===== src/rtl/core/hrd_pkg.sv =====
// Shared types, character codes and digit decode for the hex record data decoder.
package hrd_pkg;

    localparam int unsigned CHAR_W   = 8;
    localparam int unsigned UPPER_W  = 16;
    localparam int unsigned ADDR_W   = 32;
    localparam int unsigned HWORD_W  = 16;
    localparam int unsigned POS_W    = 10;
    localparam int unsigned ACC_W    = 12;
    localparam int unsigned COUNT_W  = 8;
    localparam int unsigned INDEX_W  = 7;

    localparam logic [CHAR_W-1:0] CHAR_COLON  = 8'd58;
    localparam logic [CHAR_W-1:0] CHAR_ZERO   = 8'd48;
    localparam logic [CHAR_W-1:0] CHAR_NINE   = 8'd57;
    localparam logic [CHAR_W-1:0] CHAR_UPPERA = 8'd65;
    localparam logic [CHAR_W-1:0] CHAR_UPPERF = 8'd70;
    localparam logic [CHAR_W-1:0] ALPHA_BIAS  = 8'd55;

    localparam logic [POS_W-1:0] POS_IDLE       = 10'd1023;
    localparam logic [POS_W-1:0] POS_COUNT_HI   = 10'd1;
    localparam logic [POS_W-1:0] POS_COUNT_LO   = 10'd2;
    localparam logic [POS_W-1:0] POS_ADDR_3     = 10'd3;
    localparam logic [POS_W-1:0] POS_ADDR_2     = 10'd4;
    localparam logic [POS_W-1:0] POS_ADDR_1     = 10'd5;
    localparam logic [POS_W-1:0] POS_ADDR_0     = 10'd6;
    localparam logic [POS_W-1:0] POS_TYPE       = 10'd8;
    localparam logic [POS_W-1:0] POS_DATA_START = 10'd9;

    localparam logic [1:0] PHASE_FIRST = 2'd0;
    localparam logic [1:0] PHASE_LAST  = 2'd3;

    localparam logic [UPPER_W-1:0] UPPER_ADDRESS_RESET = 16'h0800;

    typedef struct packed {
        logic [ADDR_W-1:0]  write_address;
        logic [HWORD_W-1:0] write_halfword;
        logic               last_in_record;
    } t_word;

    // Anything outside 0-9 and A-F decodes as zero.
    function automatic logic [3:0] hex_digit(input logic [CHAR_W-1:0] c);
        logic [CHAR_W-1:0] diff;
        begin
            diff = 8'd0;
            if (c >= CHAR_ZERO && c <= CHAR_NINE) begin
                diff = c - CHAR_ZERO;
            end else if (c >= CHAR_UPPERA && c <= CHAR_UPPERF) begin
                diff = c - ALPHA_BIAS;
            end
            return diff[3:0];
        end
    endfunction

endpackage


===== src/rtl/core/hrd_if.sv =====
// Valid/ready channel interfaces for characters in and halfwords out.
interface hrd_char_if;
    logic                        valid;
    logic                        ready;
    logic [hrd_pkg::CHAR_W-1:0]  ascii_char;

    modport source (output valid, output ascii_char, input ready);
    modport sink   (input valid, input ascii_char, output ready);
endinterface

interface hrd_word_if;
    logic                        valid;
    logic                        ready;
    logic [hrd_pkg::ADDR_W-1:0]  write_address;
    logic [hrd_pkg::HWORD_W-1:0] write_halfword;
    logic                        last_in_record;

    modport source (output valid, output write_address, output write_halfword,
                    output last_in_record, input ready);
    modport sink   (input valid, input write_address, input write_halfword,
                    input last_in_record, output ready);
endinterface


===== src/rtl/core/hex_record_data_decoder.sv =====
// A halfword is built from the character that completes it and registered into the output stage.
// Throughput: one character per cycle; a two-entry output stage (register plus skid)
// lets input continue while one result waits, and i_char.ready drops only when both are full.
// Reset (synchronous, active low): record position idle until a colon, record state
// cleared, upper address back to 0x0800, output stage empty.
module hex_record_data_decoder (
    input  logic                          i_clk,
    input  logic                          i_rst_n,
    input  logic                          i_cfg_we,
    input  logic [hrd_pkg::UPPER_W-1:0]   i_cfg_wdata,
    hrd_char_if.sink                      i_char,
    hrd_word_if.source                    o_word
);

    logic [hrd_pkg::UPPER_W-1:0] r_upper_address;
    logic [hrd_pkg::POS_W-1:0]   r_pos,        n_pos;
    logic [hrd_pkg::COUNT_W-1:0] r_byte_count, n_byte_count;
    logic [hrd_pkg::UPPER_W-1:0] r_low_address, n_low_address;
    logic                        r_is_data,    n_is_data;
    logic [hrd_pkg::ACC_W-1:0]   r_acc,        n_acc;
    logic [hrd_pkg::INDEX_W-1:0] r_hw_index,   n_hw_index;

    hrd_pkg::t_word r_out,  n_out;
    hrd_pkg::t_word r_skid, n_skid;
    logic           r_out_valid,  n_out_valid;
    logic           r_skid_valid, n_skid_valid;

    logic                        in_fire;
    logic                        out_fire;
    logic [3:0]                  digit;
    logic [hrd_pkg::POS_W-1:0]   pos_inc;
    logic [hrd_pkg::POS_W-1:0]   data_offset;
    logic [1:0]                  phase;
    logic                        emit;
    hrd_pkg::t_word              result;
    logic [hrd_pkg::COUNT_W-1:0] index_inc;

    assign in_fire  = i_char.valid && i_char.ready;
    assign out_fire = r_out_valid && o_word.ready;

    assign i_char.ready          = !r_skid_valid;
    assign o_word.valid          = r_out_valid;
    assign o_word.write_address  = r_out.write_address;
    assign o_word.write_halfword = r_out.write_halfword;
    assign o_word.last_in_record = r_out.last_in_record;

    assign digit       = hrd_pkg::hex_digit(i_char.ascii_char);
    assign pos_inc     = r_pos + 10'd1;
    assign data_offset = pos_inc - hrd_pkg::POS_DATA_START;
    assign phase       = data_offset[1:0];
    assign index_inc   = {1'b0, r_hw_index} + 8'd1;

    assign result.write_address  = {r_upper_address, r_low_address}
                                 + {24'd0, r_hw_index, 1'b0};
    assign result.write_halfword = {r_acc[3:0], digit, r_acc[11:8], r_acc[7:4]};
    assign result.last_in_record = (index_inc == {1'b0, r_byte_count[7:1]});

    // Record state update for the accepted character.
    always_comb begin
        n_pos         = r_pos;
        n_byte_count  = r_byte_count;
        n_low_address = r_low_address;
        n_is_data     = r_is_data;
        n_acc         = r_acc;
        n_hw_index    = r_hw_index;
        emit          = 1'b0;
        if (in_fire) begin
            priority if (i_char.ascii_char == hrd_pkg::CHAR_COLON) begin
                n_pos      = '0;
                n_is_data  = 1'b0;
                n_hw_index = '0;
                n_acc      = '0;
            end else if (r_pos == hrd_pkg::POS_IDLE) begin
                n_pos = r_pos;
            end else begin
                n_pos = pos_inc;
                priority if (pos_inc == hrd_pkg::POS_COUNT_HI
                             || pos_inc == hrd_pkg::POS_ADDR_3) begin
                    n_acc = {8'd0, digit};
                end else if (pos_inc == hrd_pkg::POS_COUNT_LO) begin
                    n_byte_count = {r_acc[3:0], digit};
                end else if (pos_inc == hrd_pkg::POS_ADDR_2
                             || pos_inc == hrd_pkg::POS_ADDR_1) begin
                    n_acc = {r_acc[7:0], digit};
                end else if (pos_inc == hrd_pkg::POS_ADDR_0) begin
                    n_low_address = {r_acc[11:0], digit};
                end else if (pos_inc == hrd_pkg::POS_TYPE) begin
                    n_is_data = (i_char.ascii_char == hrd_pkg::CHAR_ZERO);
                end else if (pos_inc >= hrd_pkg::POS_DATA_START) begin
                    priority if (phase == hrd_pkg::PHASE_FIRST) begin
                        n_acc = {8'd0, digit};
                    end else if (phase != hrd_pkg::PHASE_LAST) begin
                        n_acc = {r_acc[7:0], digit};
                    end else if (r_is_data && (r_hw_index < r_byte_count[7:1])) begin
                        emit       = 1'b1;
                        n_hw_index = index_inc[hrd_pkg::INDEX_W-1:0];
                    end else begin
                        // drop halfwords past the byte count or outside data records
                        n_hw_index = r_hw_index;
                    end
                end else begin
                    // skip the character before the record type
                    n_acc = r_acc;
                end
            end
        end
    end

    // Output register with one skid entry behind it.
    always_comb begin
        n_out        = r_out;
        n_skid       = r_skid;
        n_out_valid  = r_out_valid;
        n_skid_valid = r_skid_valid;
        if (!r_out_valid || out_fire) begin
            if (r_skid_valid) begin
                n_out        = r_skid;
                n_out_valid  = 1'b1;
                n_skid_valid = 1'b0;
            end else begin
                n_out       = result;
                n_out_valid = emit;
            end
        end else if (emit) begin
            n_skid       = result;
            n_skid_valid = 1'b1;
        end
    end

    always_ff @(posedge i_clk) begin
        if (!i_rst_n) begin
            r_upper_address <= hrd_pkg::UPPER_ADDRESS_RESET;
            r_pos           <= hrd_pkg::POS_IDLE;
            r_byte_count    <= '0;
            r_low_address   <= '0;
            r_is_data       <= 1'b0;
            r_acc           <= '0;
            r_hw_index      <= '0;
            r_out_valid     <= 1'b0;
            r_skid_valid    <= 1'b0;
        end else begin
            if (i_cfg_we) begin
                r_upper_address <= i_cfg_wdata;
            end
            r_pos         <= n_pos;
            r_byte_count  <= n_byte_count;
            r_low_address <= n_low_address;
            r_is_data     <= n_is_data;
            r_acc         <= n_acc;
            r_hw_index    <= n_hw_index;
            r_out_valid   <= n_out_valid;
            r_skid_valid  <= n_skid_valid;
        end
    end

    always_ff @(posedge i_clk) begin
        r_out  <= n_out;
        r_skid <= n_skid;
    end

`ifndef ASSERT_OFF
    a_skid_behind_out: assert property (@(posedge i_clk) disable iff (!i_rst_n)
        r_skid_valid |-> r_out_valid)
        else $error("skid entry held with empty output register");

    a_index_bounded: assert property (@(posedge i_clk) disable iff (!i_rst_n)
        {1'b0, r_hw_index} <= {1'b0, r_byte_count[7:1]})
        else $error("halfword index ran past the record length");

    a_result_from_input: assert property (@(posedge i_clk) disable iff (!i_rst_n)
        $rose(r_out_valid) |-> $past(i_char.valid && i_char.ready))
        else $error("result appeared without an accepted character");

    a_idle_holds: assert property (@(posedge i_clk) disable iff (!i_rst_n)
        (r_pos == hrd_pkg::POS_IDLE
         && !(in_fire && i_char.ascii_char == hrd_pkg::CHAR_COLON))
        |=> (r_pos == hrd_pkg::POS_IDLE))
        else $error("left idle without a colon");
`endif

endmodule


===== src/flat_wrapper.sv =====
// flat-port wrapper written by rule: the top's interface ports become plain ports
module hex_record_data_decoder_flat 
  (i_clk, i_rst_n, i_cfg_we, i_cfg_wdata, i_char_valid, i_char_ascii_char, i_char_ready, o_word_valid, o_word_write_address, o_word_write_halfword, o_word_last_in_record, o_word_ready);
  hrd_char_if i_char_i ();
  hrd_word_if o_word_i ();
  input  logic i_clk;
  input  logic i_rst_n;
  input  logic i_cfg_we;
  input  logic [hrd_pkg::UPPER_W-1:0] i_cfg_wdata;
  input wire logic [$bits(i_char_i.valid)-1:0] i_char_valid;
  input wire logic [$bits(i_char_i.ascii_char)-1:0] i_char_ascii_char;
  output wire logic [$bits(i_char_i.ready)-1:0] i_char_ready;
  output wire logic [$bits(o_word_i.valid)-1:0] o_word_valid;
  output wire logic [$bits(o_word_i.write_address)-1:0] o_word_write_address;
  output wire logic [$bits(o_word_i.write_halfword)-1:0] o_word_write_halfword;
  output wire logic [$bits(o_word_i.last_in_record)-1:0] o_word_last_in_record;
  input wire logic [$bits(o_word_i.ready)-1:0] o_word_ready;
  assign i_char_i.valid = i_char_valid;
  assign i_char_i.ascii_char = i_char_ascii_char;
  assign i_char_ready = i_char_i.ready;
  assign o_word_valid = o_word_i.valid;
  assign o_word_write_address = o_word_i.write_address;
  assign o_word_write_halfword = o_word_i.write_halfword;
  assign o_word_last_in_record = o_word_i.last_in_record;
  assign o_word_i.ready = o_word_ready;
  hex_record_data_decoder u_core (.i_clk(i_clk), .i_rst_n(i_rst_n), .i_cfg_we(i_cfg_we), .i_cfg_wdata(i_cfg_wdata), .i_char(i_char_i), .o_word(o_word_i));
endmodule

===== config.mk =====
export PLATFORM = sky130hd
export DESIGN_NAME = hex_record_data_decoder_flat
export DESIGN_NICKNAME = d
export VERILOG_FILES = /design/src/rtl/core/hrd_pkg.sv /design/src/rtl/core/hrd_if.sv /design/src/rtl/core/hex_record_data_decoder.sv /design/src/flat_wrapper.sv
export SDC_FILE = /design/constraint.sdc
export NUM_CORES = 1
export LEC_CHECK = 0
export BUFFER_PORTS_ARGS = -buffer_cell sky130_fd_sc_hd__clkbuf_2
export CORE_MARGIN = 2
export CORE_UTILIZATION = 59
export DETAILED_ROUTE_END_ITERATION = 8
export PLACE_DENSITY = 0.9
export SLEW_MARGIN = 10
export SYNTH_ARGS = -nofsm -noshare
export SYNTH_HDL_FRONTEND = slang
export SYNTH_SLANG_ARGS = --single-unit

===== constraint.sdc =====
create_clock -name i_clk -period 7.6 [get_ports i_clk]
set_input_delay 2.28 -clock i_clk [delete_from_list [all_inputs] [get_ports i_clk]]
set_output_delay 2.28 -clock i_clk [all_outputs]
set_load 0.02 [all_outputs]

Yosys cells after proc, flatten, opt, wreduce, memory -nomap -nowiden
Index checks and enable logic that the tools add are counted.

Bitwise operators: 7. Order comparisons: 6. Equal/unequal tests: 23. $add $sub $neg: 6. Reductions and logical operators: 24. Divide/modulo/power cells: 0. Muxes and demuxes: 46. Shift operators: 0. Multipliers: 0.

Operator list (number): $mux W12 (10); $mux W7 (11); $mux W49 (1); $add A32 B8 Y32 (1); $eq A10 B3 Y1 const B (3); $reduce_and A7 Y1 (3); $eq A10 B2 Y1 const B (2); $mux W1 (20); $mux W10 (2); $eq A8 B6 Y1 const B (2); $ne A2 B1 Y1 const B (8); $reduce_and A11 Y1 (1); $add A10 B1 Y10 const B (1); $eq A10 B1 Y1 const B (1); $eq A10 B10 Y1 const B (1); $eq A10 B4 Y1 const B (1); $ge A10 B4 Y1 const B (1); $add A7 B1 Y8 const B (1); $eq A8 B7 Y1 (1); $ge A8 B6 Y1 const B (1); $ge A8 B7 Y1 const B (1); $le A8 B6 Y1 const B (1); $le A8 B7 Y1 const B (1); $mux W4 (2); 18 further kinds (35).

Bits of input ports: 29. RAM bits: 0. Output and inout bits: 51. Logic and storage cells: 127. Memory bits (read-only): 0. Register bits: 170. Bits in latches: 0. Memories: 0.

Depth between registers and ports, before layout
Gate-level depths: netlist of the first run.

Word-level depth: 15. Depth in mapped cells: 11. Mapped depth without buffers: 10.

Least setup slack after synthesis of the first run
Ideal clock, no wire load.

Path type: input to register. Start: input port i_char_ascii_char[7]. End: register u_core.r_skid[0] (netlist bit), enable pin. Stages: 6. Data required time: 7144 ps. Arrival time: 5652 ps. Path buffers: 0. Setup time: 456 ps. Setup slack: 1492 ps. Path through: and4bb_2 -> nand4b_1 -> a21o_1 -> nor4_1 -> nand3_1 -> nor2_1.

Cells in the longest elaborated chain, start to end: 4.

Ends and longest elaborated chain: start, declared (RTL line flat_wrapper.sv:11) `input wire logic [$bits(i_char_i.ascii_char)-1:0] i_char_ascii_char;`; $eq A8 B6 Y1 (RTL line hex_record_data_decoder.sv:68) `priority if (i_char.ascii_char == hrd_pkg::CHAR_COLON) begin`; $mux W1 (RTL line hex_record_data_decoder.sv:68); $mux W1 (RTL line hex_record_data_decoder.sv:67) `if (in_fire) begin`; $reduce_and A2 Y1 (no line); end signal, assigned (RTL line hex_record_data_decoder.sv:158) `r_skid <= n_skid;`; end, declared (RTL line hex_record_data_decoder.sv:24) `hrd_pkg::t_word r_skid, n_skid;`.

No other way between the ends. A chain may end at the register's enable or synchronous reset.

Worst setup path after layout of the first run
Start: input port i_char_ascii_char[0]. End: register u_core.r_skid[18] (netlist bit), enable pin.

Same word-level chain as after synthesis.

==> results of run 1 <==
-- layer usage --
layer / GRT usage / vias to the layer above / routed length, um
met2: 0.412 / 258 / 8650
met4: 0.108 / 0 / 554
met3: 0.0670 / 49 / 1140
li1: - / 2581 / -
met5: 0.00368 / - / 0
met1: 0.317 / 2643 / 7410
-- cells in the mapped netlist, types with 3 or more instances --
master                     count  area (um2)
sky130_fd_sc_hd__o21bai_1      4        30.0
sky130_fd_sc_hd__a31oi_1       5        31.3
sky130_fd_sc_hd__clkbuf_1     22        82.6
sky130_fd_sc_hd__inv_1        25        93.8
sky130_fd_sc_hd__o21a_1        6        45.0
sky130_fd_sc_hd__dfxtp_1      71        1420
sky130_fd_sc_hd__o211a_1       5        50.1
sky130_fd_sc_hd__xor2_1        8        70.1
sky130_fd_sc_hd__edfxtp_1     98        2940
sky130_fd_sc_hd__and4_1        3        26.3
sky130_fd_sc_hd__a21o_1        3        22.5
sky130_fd_sc_hd__mux2i_1      40         400
sky130_fd_sc_hd__and3_1       12        75.1
sky130_fd_sc_hd__nand2b_1      4        25.0
sky130_fd_sc_hd__nand2_1      42         158
sky130_fd_sc_hd__xnor2_1      30         263
sky130_fd_sc_hd__nand4_1      21         131
sky130_fd_sc_hd__mux2_2       44         495
sky130_fd_sc_hd__and2_1        5        31.3
sky130_fd_sc_hd__nor3_1        8        40.0
sky130_fd_sc_hd__o21ai_0      14        70.1
sky130_fd_sc_hd__or2_2         3        18.8
sky130_fd_sc_hd__a22o_1       12         105
sky130_fd_sc_hd__o311ai_0      3        26.3
sky130_fd_sc_hd__nand3_1      13        65.1
sky130_fd_sc_hd__or3_1         5        31.3
sky130_fd_sc_hd__a21oi_1      18        90.1
sky130_fd_sc_hd__nor3b_1       3        22.5
sky130_fd_sc_hd__nor4_1        3        18.8
sky130_fd_sc_hd__nand4b_1      3        26.3
sky130_fd_sc_hd__ha_1         25         313
sky130_fd_sc_hd__nor2_1       18        67.6
sky130_fd_sc_hd__nor2b_1      41         257
sky130_fd_sc_hd__o211ai_1      6        45.0
-- state kept, by name, summed over array words and instances, names as in the netlist, 7 cells and up --
name,cells
u_core.r_skid,49
u_core.o_word.write_address,32
u_core.o_word.write_halfword,16
u_core.r_low_address,16
u_core.r_upper_address,16
u_core.r_acc,12
u_core.r_pos,10
u_core.r_byte_count,7
u_core.r_hw_index,7
-- final cells by class --
class | count | area, um2 | share of cell area
timing repair buffer | 82 | 418 | 0.0461
sequential | 169 | 4360 | 0.482
tap | 176 | 220 | 0.0243
multi-input combinational | 436 | 3380 | 0.373
clock buffer | 19 | 454 | 0.0501
inverter | 25 | 93.8 | 0.0104
clock inverter | 13 | 133 | 0.0146
-- cell usage in the layout (no fill, tap or decap), types with 5 or more instances in the layout --
| cell type | netlist | layout |
|---|---|---|
| sky130_fd_sc_hd__o21ai_0 | 14 | 14 |
| sky130_fd_sc_hd__edfxtp_1 | 98 | 98 |
| sky130_fd_sc_hd__xor2_1 | 8 | 8 |
| sky130_fd_sc_hd__o21a_1 | 6 | 6 |
| sky130_fd_sc_hd__o211ai_1 | 6 | 6 |
| sky130_fd_sc_hd__ha_1 | 25 | 25 |
| sky130_fd_sc_hd__mux2_2 | 44 | 44 |
| sky130_fd_sc_hd__clkbuf_16 | 0 | 18 |
| sky130_fd_sc_hd__and2_1 | 5 | 5 |
| sky130_fd_sc_hd__a31oi_1 | 5 | 5 |
| sky130_fd_sc_hd__a21oi_1 | 18 | 18 |
| sky130_fd_sc_hd__o211a_1 | 5 | 5 |
| sky130_fd_sc_hd__nand2_1 | 42 | 42 |
| sky130_fd_sc_hd__or3_1 | 5 | 5 |
| sky130_fd_sc_hd__nor2_1 | 18 | 17 |
| sky130_fd_sc_hd__xnor2_1 | 30 | 30 |
| sky130_fd_sc_hd__nor3_1 | 8 | 8 |
| sky130_fd_sc_hd__and3_1 | 12 | 12 |
| sky130_fd_sc_hd__mux2i_1 | 40 | 40 |
| sky130_fd_sc_hd__nand3_1 | 13 | 13 |
| sky130_fd_sc_hd__nand4_1 | 21 | 21 |
| sky130_fd_sc_hd__a22o_1 | 12 | 12 |
| sky130_fd_sc_hd__inv_1 | 25 | 24 |
| sky130_fd_sc_hd__clkbuf_2 | 1 | 79 |
| sky130_fd_sc_hd__dfxtp_1 | 71 | 71 |
| sky130_fd_sc_hd__nor2b_1 | 41 | 41 |
-- metrics by stage --
stage          power [mW]  cell area, um2  hold WS (ns)  cells  worst slack (ns)
4_1_cts              2.03            9060         0.465    920              2.53
3_5_place_dp         1.20            8470         0.450    888              2.09
6_report             2.03            9060         0.476    920              2.50
3_3_place_gp         1.18            8470         0.441    888              2.28
5_1_grt              2.09            9060         0.474    920              2.17
2_1_floorplan        1.15            7950         0.426    658              1.49
-- cell families (layout without fill, tap and decap cells) --
family / after synthesis / in the layout
adders and majority gates: 26 / 26
xor gates and xnor gates: 38 / 38
DFF: 169 / 169
AOI/OAI and AO/OA: 93 / 93
muxes: 84 / 84
buffers and inverters: 53 / 139
and+or+nand+nor: 195 / 195
-- power breakdown --
part           internal [mW]  switching, mW  total (mW)  leakage [nW]
clock                  0.479          0.373       0.852         0.280
sequential             0.983         0.0267        1.01          1.64
combinational         0.0681          0.104       0.172          1.74
total                   1.53          0.504        2.03          3.67
-- worst paths after layout --
path | endpoint | cells after the start
setup reg to reg | u_core.r_skid[18] | 8
setup / recovery | u_core.r_skid[18] | 9
hold / removal | u_core.r_skid[17] | 0
hold reg to reg | u_core.r_skid[17] | 0
==> summary.txt, run 1 <==
Outcome
  – Outcome: finished, final reports clean

Floorplan
  – Die area: 14400 um2
  – Core outline area: 13200 um2
  – Die outline width: 120 um
  – Initial Utilization: 0.602
  – Number of top-level design ports: 80
  – Die height: 120 um
  – Number of rows created at floorplan: 42

Placement
  – Post-detailed-placement half-perimeter wirelength: 11400 um
  – Final Wtd Congestion: 0.838
  – Port-buffer cells: 79

Synth
  – Post-synthesis xor/xnor area fraction: 0.0419
  – Synth Net Count: 713
  – Mean instance size in the synthesized netlist: 12.1 um2
  – Syn. warnings: 0
  – Cells after Synth: 658
  – Share of synthesized cell area in and, or, nand and nor gates: 0.141
  – Seq/Total Area, Yosys: 0.549
  – Flip-flop and latch count after synthesis: 169
  – Number of enable flip-flop cells after synthesis: 98
  – Cell Area, Synth: 7950 um2
  – Compound-cell area share of the yosys netlist: 0.0850
  – Top FF cell, synth: sky130_fd_sc_hd__edfxtp_1
  – Mux share of post-synthesis cell area: 0.113
  – Share of synthesized flip-flops with an asynchronous set or reset: 0
  – Area share of fa/ha/maj cells after synthesis: 0.0419
  – Number of distinct standard cells referenced by the synthesized netlist: 63
  – Combinational family with the most area after synthesis: simple AND/OR/NAND/NOR gates

Timing
  – Setup repair after global routing missed its margin: no
  – Final worst clock skew: 0.0116 ns
  – Final hold viol count: 0
  – Slew Limit Headroom: 0.226
  – Final Slew Violations: 0
  – Post-route clock period utilization: 0.671
  – Fin crit period: 5.10 ns
  – Worst Tran Pin Value: 1.16 ns
  – FMAX: 196 MHz
  – Total negative slack: 0 ns
  – Final setup violation count: 0

Global route
  – Largest net degree at the start of global routing: 66
  – Vias in the first global route: 5443
  – First-pass GRT wire length: 28000 um
  – Congestion Overflow GR: 0
  – Antenna violations before repair: 0
  – Total global-route track usage: 0.252

Route
  – Post-detailed-route DRC marker count: 0
  – Average wire length per cell after detail routing: 19.3 um
  – Post-DR vias/cell: 6.01
  – Total vias in the final route: 5531
  – 1st-iter DRT viols: 473
  – Total wire length after detailed routing: 17700 um
  – First-pass DRT Iterations: 5
  – Post-detailed-route count of antenna-violating nets: 0

Worst setup path
  – Critical path's slowest cell: sky130_fd_sc_hd__nor2_4
  – Critical path, cell by cell: clkbuf_2 > inv_1 > ha_1 > nand4b_1 > a21o_1 > nor4_1 > nand3_1 > nor2_4 > buf_4
  – Crit Path Category: input port to flip-flop
  – Slowest cell delay on critical path: 0.65 ns
  – Worst-path maximum fanout: 26
  – Cell family with most CP delay: simple AND/OR/NAND/NOR gates
  – Worst EP arrival: 5.20 ns
  – Beginning of the worst register-to-register path: u_core.r_pos[0]
  – Worst Setup Start Kind: input port
  – CP Buf/Inv Count: 3
  – Slack of the worst reg-to-reg path: 3.86 ns
  – Worst path required time: 7.70 ns
  – Critical Path Start: i_char_ascii_char[0]
  – Setup crit end kind: flip-flop

Clock tree
  – Inserted Clock Buffers: 17
  – Hold buffer count at CTS: 0
  – Buffer levels on the longest clock path: 2
  – Level count of the clock H-tree: 4
  – Clock tree from TritonCTS: done
  – Worst-path clk slew: 0.06 ns
  – Clk Latency, worst-skew pair: 0.44 ns
  – Number of gates resized after CTS: 0
  – Post-CTS setup buffer count: 0
  – CTS Root Buffer Type: sky130_fd_sc_hd__clkbuf_16
  – Clock net sink count: 169

Pwr
  – Pwr/cell area: 225 nW/um2
  – Maximum vdd ir drop: 0.114 mV
  – Standby leakage power: 3.67 nW

Cells and area
  – Layout cells sized above 1: 0.231
  – Filler Cell Count: 906
  – Antenna diode count: 0
  – Nets: 786
  – Area growth, synth to finish: 14.0%
  – Final core area utilization: 0.687

Run
  – Number of max-cap violations: 0

Min path
  – Class of the tightest hold or removal check: flip-flop to flip-flop
  – Source of the worst hold timing path: u_core.r_low_address[0]
Note: power is estimated with default switching activity, not from simulation.
==> run 2, diff against run 1 <==
--- a/config.mk
+++ b/config.mk
@@ -5,11 +5,12 @@
 export SDC_FILE = /design/constraint.sdc
 export NUM_CORES = 1
 export LEC_CHECK = 0
+export ABC_AREA = 1
 export BUFFER_PORTS_ARGS = -buffer_cell sky130_fd_sc_hd__clkbuf_2
 export CORE_MARGIN = 2
-export CORE_UTILIZATION = 59
+export CORE_UTILIZATION = 54
 export DETAILED_ROUTE_END_ITERATION = 8
-export PLACE_DENSITY = 0.9
+export PLACE_DENSITY = 0.87
 export SLEW_MARGIN = 10
 export SYNTH_ARGS = -nofsm -noshare
 export SYNTH_HDL_FRONTEND = slang
==> constraint.sdc (replaced) <==
create_clock -name i_clk -period 4.1 [get_ports i_clk]
set_input_delay 1.23 -clock i_clk [delete_from_list [all_inputs] [get_ports i_clk]]
set_output_delay 1.23 -clock i_clk [all_outputs]
set_load 0.02 [all_outputs]
==> summary.txt, run 2 <==
Outcome
  – Outcome: finished, final reports clean

Global route
  – Antenna violations before repair: 0 (unchanged)
  – Congestion Overflow GR: 0 (unchanged)
  – Vias in the first global route: 6127 (+13%)
  – Largest net degree at the start of global routing: 58 (-12%)
  – First-pass GRT wire length: 29400 um (+5.0%)
  – Total global-route track usage: 0.228 (-0.0242)

Cells and area
  – Area growth, synth to finish: 14.3%
  – Number of flip-flops under the largest register name: 49 (unchanged)
  – Largest register by flop count: u_core.r_skid
  – Antenna diode count: 0 (unchanged)
  – Final cell count without fillers: 1230 (+34%)
  – Finished layout cell area: 9410 um2 (+3.8%)
  – Final core area utilization: 0.626 (-0.0612)
  – Nets: 1084 (+38%)
  – Most frequent cells in the layout: sky130_fd_sc_hd__nand2_1, sky130_fd_sc_hd__edfxtp_1, sky130_fd_sc_hd__inv_1, sky130_fd_sc_hd__nor2_1, sky130_fd_sc_hd__clkbuf_2
  – Layout cells sized above 1: 0.136 (-0.0949)
  – Most common cell after layout, fill and taps aside: sky130_fd_sc_hd__nand2_1

Synth
  – Cell Area, Synth: 8230 um2 (+3.5%)
  – Biggest area consumer among synthesized cells: sky130_fd_sc_hd__edfxtp_1
  – Most frequent cell after synthesis: sky130_fd_sc_hd__nand2_1
  – Syn. warnings: 0 (unchanged)
  – Cells after Synth: 955 (+45%)
  – Flip-flop and latch count after synthesis: 169 (unchanged)
  – Number of enable flip-flop cells after synthesis: 98 (unchanged)
  – Synth Net Count: 1010 (+42%)
  – Number of distinct standard cells referenced by the synthesized netlist: 40 (-37%)
  – Top FF cell, synth: sky130_fd_sc_hd__edfxtp_1
  – Seq/Total Area, Yosys: 0.530 (-0.0188)
  – Mean instance size in the synthesized netlist: 8.62 um2 (-29%)
  – Commonest cells in the synthesized netlist: sky130_fd_sc_hd__nand2_1, sky130_fd_sc_hd__edfxtp_1, sky130_fd_sc_hd__inv_1, sky130_fd_sc_hd__nor2_1, sky130_fd_sc_hd__dfxtp_1
  – Share of synthesized flip-flops with an asynchronous set or reset: 0 (unchanged)
  – Top area cells in the synthesized netlist: sky130_fd_sc_hd__edfxtp_1, sky130_fd_sc_hd__dfxtp_1, sky130_fd_sc_hd__nand2_1
  – Fraction of synthesized cell area taken by the top area cell type: 0.358 (-0.0127)

Placement
  – Placed cell areas: 8780 um2 (+3.6%)
  – Total instance count after detailed placement: 1198 (+35%)
  – Post-detailed-placement half-perimeter wirelength: 12600 um (+11%)
  – Final Wtd Congestion: 0.924 (+10%)
  – Port-buffer cells: 79 (unchanged)
  – Post-Place Setup Slack: 0.779 ns (-1.31 ns)

Pwr
  – Standby leakage power: 4.32 nW (+18%)
  – Pwr/cell area: 433 nW/um2 (+93%)
  – Maximum vdd ir drop: 0.323 mV (+180%)
  – Total power of the final layout: 4.08 mW (+100%)

Clock tree
  – Number of gates resized after CTS: 0 (unchanged)
  – Hold buffer count at CTS: 0 (unchanged)
  – Post-CTS setup buffer count: 0 (unchanged)
  – Clock tree from TritonCTS: done
  – Inserted Clock Buffers: 17 (unchanged)
  – Worst-path clk slew: 0.06 ns (about the same)
  – Buffer levels on the longest clock path: 2 (unchanged)
  – Level count of the clock H-tree: 4 (unchanged)
  – CTS Root Buffer Type: sky130_fd_sc_hd__clkbuf_16
  – Clock net sink count: 169 (unchanged)
  – Clk Latency, worst-skew pair: 0.44 ns (about the same)

Run
  – Number of max-cap violations: 0 (unchanged)

Timing
  – Slew Limit Headroom: 0.606 (+0.380)
  – Smallest setup slack after layout: 1.20 ns (-1.29 ns)
  – Final hold viol count: 0 (unchanged)
  – Final worst clock skew: 0.00869 ns (-0.00289 ns)
  – Final worst hold slack: 0.437 ns (-0.0391 ns)
  – Worst Tran Pin Value: 0.584 ns (-0.576 ns)
  – FMAX: 345 MHz
  – Final setup violation count: 0 (unchanged)
  – Setup repair after global routing missed its margin: no
  – Total negative slack: 0 ns (unchanged)
  – Fin crit period: 2.90 ns
  – Post-route clock period utilization: 0.706
  – Final Slew Violations: 0 (unchanged)

Route
  – Average wire length per cell after detail routing: 14.8 um (-23%)
  – Post-detailed-route count of antenna-violating nets: 0 (unchanged)
  – First-pass DRT Iterations: 5 (unchanged)
  – Total vias in the final route: 6686 (+21%)
  – Post-DR vias/cell: 5.44 (-9.6%)
  – Total wire length after detailed routing: 18200 um (+2.5%)
  – 1st-iter DRT viols: 605 (+28%)
  – Post-detailed-route DRC marker count: 0 (unchanged)

Floorplan
  – Initial Utilization: 0.547 (-0.0551)
  – Die height: 127 um (+6.1%)
  – Number of top-level design ports: 80 (unchanged)
  – Die outline width: 127 um (+6.1%)
  – Die area: 16200 um2 (+13%)
  – Number of rows created at floorplan: 45 (+7.1%)
  – Core outline area: 15000 um2 (+14%)

Min path
  – Class of the tightest hold or removal check: flip-flop to flip-flop

Worst setup path
  – Slowest cell delay on critical path: 0.37 ns (-0.28 ns)
  – Worst path required time: 4.21 ns (-3.49 ns)
  – Crit Path Category: input port to flip-flop
  – Worst-path maximum fanout: 49 (+88%)
  – Critical path's slowest cell: sky130_fd_sc_hd__nor3_2
  – Worst EP arrival: 3.01 ns (-2.19 ns)
  – Setup crit end kind: flip-flop
  – Critical path, cell by cell: clkbuf_2 > inv_1 > ha_1 > nand4_2 > inv_2 > nor3_2 > nand4_1 > nor3_4 > buf_12
  – Worst Setup Start Kind: input port
-- run 2: cell count changes in the layout (fill, tap and decap cells not counted), moves of 35 or more --
cell	change
sky130_fd_sc_hd__mux2_2	-44
sky130_fd_sc_hd__a21oi_1	+35
sky130_fd_sc_hd__mux2i_1	-40
sky130_fd_sc_hd__nand3_1	+39
sky130_fd_sc_hd__nand2_1	+233
sky130_fd_sc_hd__inv_1	+73
sky130_fd_sc_hd__nor2b_1	-41
sky130_fd_sc_hd__o21ai_0	+36
sky130_fd_sc_hd__nor2_1	+70
-- run 2: cell families after synthesis --
logic type | count (synthesis) | synth area share
fa+ha+maj | 26 | 0.0405
xor+xnor | 33 | 0.0351
compound gates | 129 | 0.0885
buf+inv | 132 | 0.0658
flops | 169 | 0.530
simple gates | 466 | 0.240
-- run 2: metal layers --
layer  part of all wire  vias up  GRT usage
li1                   -     3317          -
met1               0.44     3086      0.302
met2               0.47      239      0.371
met3              0.059       44     0.0431
met4              0.028        0     0.0957
met5                  0        -          0
-- run 2: power by group --
group	internal (mW)	switching, mW
clock	0.992	0.701
combinational	0.143	0.307
sequential	1.87	0.0695
total	3.00	1.08
-- run 2: worst max-delay path: cells and delay by family --
| family | cells | cell delay (ns) |
|---|---|---|
| fa+ha+maj | 1 | 0.23 |
| simple gates | 4 | 0.92 |
| buf+inv | 4 | 0.60 |
-- run 2: final cells by class --
type,count,area [um2]
clock buffers,21,483
clock inverters,11,148
fillers,1210,5630
inverters,101,379
multi-input cells,654,3340
flip-flops and latches,169,4370
well taps,188,235
repair buffers,86,460
-- run 2: path summary, 6_finish.rpt --
path                                              start           endpoint  slack (ns)  cells after the start
worst max-delay path               i_char_ascii_char[0]  u_core.r_skid[46]        1.20                      9
worst min-delay path            u_core.r_low_address[0]  u_core.r_skid[17]        0.44                      0
worst max register to register          u_core.r_pos[1]   u_core.r_acc[11]        1.25                     14
worst min register to register  u_core.r_low_address[0]  u_core.r_skid[17]        0.44                      0
==> run 3, diff against run 2 <==
--- a/config.mk
+++ b/config.mk
@@ -5,12 +5,12 @@
 export SDC_FILE = /design/constraint.sdc
 export NUM_CORES = 1
 export LEC_CHECK = 0
-export ABC_AREA = 1
+export ABC_AREA = 0
 export BUFFER_PORTS_ARGS = -buffer_cell sky130_fd_sc_hd__clkbuf_2
 export CORE_MARGIN = 2
-export CORE_UTILIZATION = 54
+export CORE_UTILIZATION = 53
 export DETAILED_ROUTE_END_ITERATION = 8
-export PLACE_DENSITY = 0.87
+export PLACE_DENSITY = 0.86
 export SLEW_MARGIN = 10
 export SYNTH_ARGS = -nofsm -noshare
 export SYNTH_HDL_FRONTEND = slang
==> constraint.sdc (replaced) <==
create_clock -name i_clk -period 2.3 [get_ports i_clk]
set_input_delay 0.69 -clock i_clk [delete_from_list [all_inputs] [get_ports i_clk]]
set_output_delay 0.69 -clock i_clk [all_outputs]
set_load 0.02 [all_outputs]
==> summary.txt, run 3 (same netlist as run 1, synthesis figures left out) <==
Outcome
  – Outcome: finished, violations left
  – Failing checks: negative setup slack

Floorplan
  – Die outline width: 126 um (-0.78%)
  – Die area: 16000 um2 (-1.5%)
  – Initial Utilization: 0.545 (-0.00263)
  – Number of rows created at floorplan: 44 (-2.2%)
  – Number of top-level design ports: 80 (unchanged)
  – Die height: 126 um (-0.78%)
  – Core outline area: 14600 um2 (-3.0%)

Worst setup path
  – Worst path required time: 2.63 ns (-1.58 ns)
  – Worst Setup Start Kind: flip-flop
  – Slowest cell delay on critical path: 0.38 ns (about the same)
  – Cell family with most CP delay: compound AO/OA/AOI/OAI gates
  – Beginning of the worst register-to-register path: u_core.r_pos[1]
  – Worst reg-to-reg path cell count: 10 (-4)
  – Worst EP arrival: 2.84 ns (-0.17 ns)
  – Critical path's slowest cell: sky130_fd_sc_hd__dfxtp_4
  – Slack of the worst reg-to-reg path: -0.22 ns (-1.47 ns)
  – Reg-to-reg endpoint: u_core.r_acc[1]
  – CP Buf/Inv Count: 2 (-2)
  – Critical path, cell by cell: ha_4 > nand4_1 > or2_1 > o31a_1 > buf_4 > nor4_4 > a211oi_4 > buf_6 > o21a_4 > a22o_1
  – Worst-path maximum fanout: 6 (-88%)
  – Setup crit end kind: flip-flop
  – Crit Path Category: flip-flop to flip-flop

Cells and area
  – Most frequent cells in the layout: sky130_fd_sc_hd__buf_4, sky130_fd_sc_hd__edfxtp_1, sky130_fd_sc_hd__clkbuf_2, sky130_fd_sc_hd__dfxtp_1, sky130_fd_sc_hd__nor2b_1
  – Final core area utilization: 0.718 (+0.0926)
  – Area growth, synth to finish: 31.9%
  – Antenna diode count: 0 (unchanged)
  – Number of flip-flops under the largest register name: 49 (unchanged)
  – Finished layout cell area: 10500 um2 (+11%)
  – Final cell count without fillers: 1039 (-16%)
  – Largest register by flop count: u_core.r_skid
  – Nets: 897 (-17%)
  – Filler Cell Count: 882 (-27%)
  – Multi-input gate area in the final layout: 3810 um2 (+14%)
  – Seq. cell area: 4380 um2 (+0.43%)
  – Layout cells sized above 1: 0.404 (+0.267)

Pwr
  – Maximum vdd ir drop: 0.476 mV (+47%)
  – Standby leakage power: 4.43 nW (+2.6%)
  – Total power of the final layout: 6.97 mW (+71%)
  – Pwr/cell area: 665 nW/um2 (+53%)

Global route
  – First-pass GRT wire length: 31600 um (+7.5%)
  – Largest net degree at the start of global routing: 50 (-14%)
  – Total global-route track usage: 0.250 (+0.0221)
  – Met1 layer usage reported by global route: 0.303 (+0.00172)
  – Met3 track utilization from global routing: 0.0523 (+0.00917)
  – Met2 global-route usage: 0.434 (+0.0632)
  – Vias in the first global route: 6212 (+1.4%)
  – Antenna violations before repair: 0 (unchanged)
  – Grt peak-use layer: met2
  – Congestion Overflow GR: 0 (unchanged)

Placement
  – Post-Place Setup Slack: -0.433 ns (-1.21 ns)
  – Final Wtd Congestion: 0.914 (-1.1%)
  – Placed cell areas: 9260 um2 (+5.5%)
  – Total instance count after detailed placement: 981 (-18%)
  – Post-detailed-placement half-perimeter wirelength: 12900 um (+2.3%)
  – Port-buffer cells: 79 (unchanged)

Timing
  – Slew Limit Headroom: 0.524 (-0.0825)
  – Final worst clock skew: 0.0108 ns (+0.00215 ns)
  – Final setup violation count: 111 (+111)
  – Final worst hold slack: 0.491 ns (+0.0543 ns)
  – Smallest setup slack after layout: -0.216 ns (-1.42 ns)
  – Final hold viol count: 0 (unchanged)
  – Post-route clock period utilization: 1.09
  – Fin crit period: 2.52 ns
  – Total negative slack: -15.00 ns (-15.00 ns)
  – Worst Tran Pin Value: 0.714 ns (+0.130 ns)
  – Setup repair after global routing missed its margin: yes
  – FMAX: 398 MHz
  – Final Slew Violations: 0 (unchanged)

Clock tree
  – Clock net sink count: 169 (unchanged)
  – Level count of the clock H-tree: 4 (unchanged)
  – Hold buffer count at CTS: 0 (unchanged)
  – Buffer levels on the longest clock path: 2 (unchanged)
  – CTS Root Buffer Type: sky130_fd_sc_hd__clkbuf_16
  – Clk Latency, worst-skew pair: 0.44 ns (about the same)
  – Worst-path clk slew: 0.07 ns (about the same)
  – Inserted Clock Buffers: 17 (unchanged)
  – Clock tree from TritonCTS: done

Route
  – Post-DR vias/cell: 5.94 (+9.2%)
  – 1st-iter DRT viols: 511 (-16%)
  – Post-detailed-route DRC marker count: 0 (unchanged)
  – First-pass DRT Iterations: 5 (unchanged)
  – Average wire length per cell after detail routing: 20.5 um (+38%)
  – Total wire length after detailed routing: 21300 um (+17%)
  – Post-detailed-route count of antenna-violating nets: 0 (unchanged)
  – Total vias in the final route: 6170 (-7.7%)

Run
  – Number of max-cap violations: 0 (unchanged)

Min path
  – Worst-case hold path end point: u_core.r_skid[17]
  – Class of the tightest hold or removal check: flip-flop to flip-flop
  – Source of the worst hold timing path: u_core.r_low_address[0]
  – Cells on Worst Hold Path: 0 (unchanged)
## run 3: cell types whose count changed in the layout (fill, tap and decap cells not counted), sizes merged, moves of 37 or more
cell,delta
o21ai,-37
mux2,+44
nand2,-237
nor2,-76
nand3,-40
a21oi,-38
buf,+108
mux2i,+40
inv,-79
nor2b,+41
## run 3: area by class of cell
| class | instances | share of cell area |
|---|---|---|
| Timing Repair Buffer | 192 | 0.134 |
| Multi-Input combinational cell | 437 | 0.364 |
| Clock inverter | 15 | 0.0119 |
| Tap cell | 184 | 0.0220 |
| Sequential cell | 169 | 0.418 |
| Inverter | 25 | 0.00896 |
| Clock buffer | 17 | 0.0406 |
## run 3: where the power goes
part           internal, mW  switching [mW]  total [mW]  leakage [nW]
Combinational         0.449           0.502       0.950          2.52
Clock                  1.48            1.21        2.70         0.257
Sequential             3.25          0.0741        3.32          1.65
## run 3: worst max-delay path by stage
stage | startpoint | end | slack (ns) | cells past startpoint
2_1_floorplan | i_char_ascii_char[7] | u_core.r_skid[0] | -0.72 | 6
5_1_grt | u_core.r_pos[1] | u_core.r_acc[4] | -0.30 | 9
3_3_place_gp | i_char_ascii_char[0] | u_core.r_byte_count[2] | -0.35 | 12
4_1_cts | u_core.r_pos[1] | u_core.r_acc[4] | -0.14 | 9
6_report | u_core.r_pos[1] | u_core.r_acc[1] | -0.22 | 10
3_5_place_dp | u_core.r_pos[0] | u_core.r_acc[4] | -0.43 | 8
## run 3: timing repair
item / CTS / global route
endpoints found under the setup margin: 101 / 129
setup buffers: 16 / 12
gates resized for setup: 34 / 66
pin swaps: 22 / 22
gates cloned: 3 / 2
hold endpoints to repair: 0 / 0
## run 3: routing by layer
layer / vias to the layer above / share of wire
met3: 59 / 0.066
met2: 290 / 0.51
met1: 3026 / 0.39
met4: 0 / 0.033
met5: - / 0
li1: 2795 / -
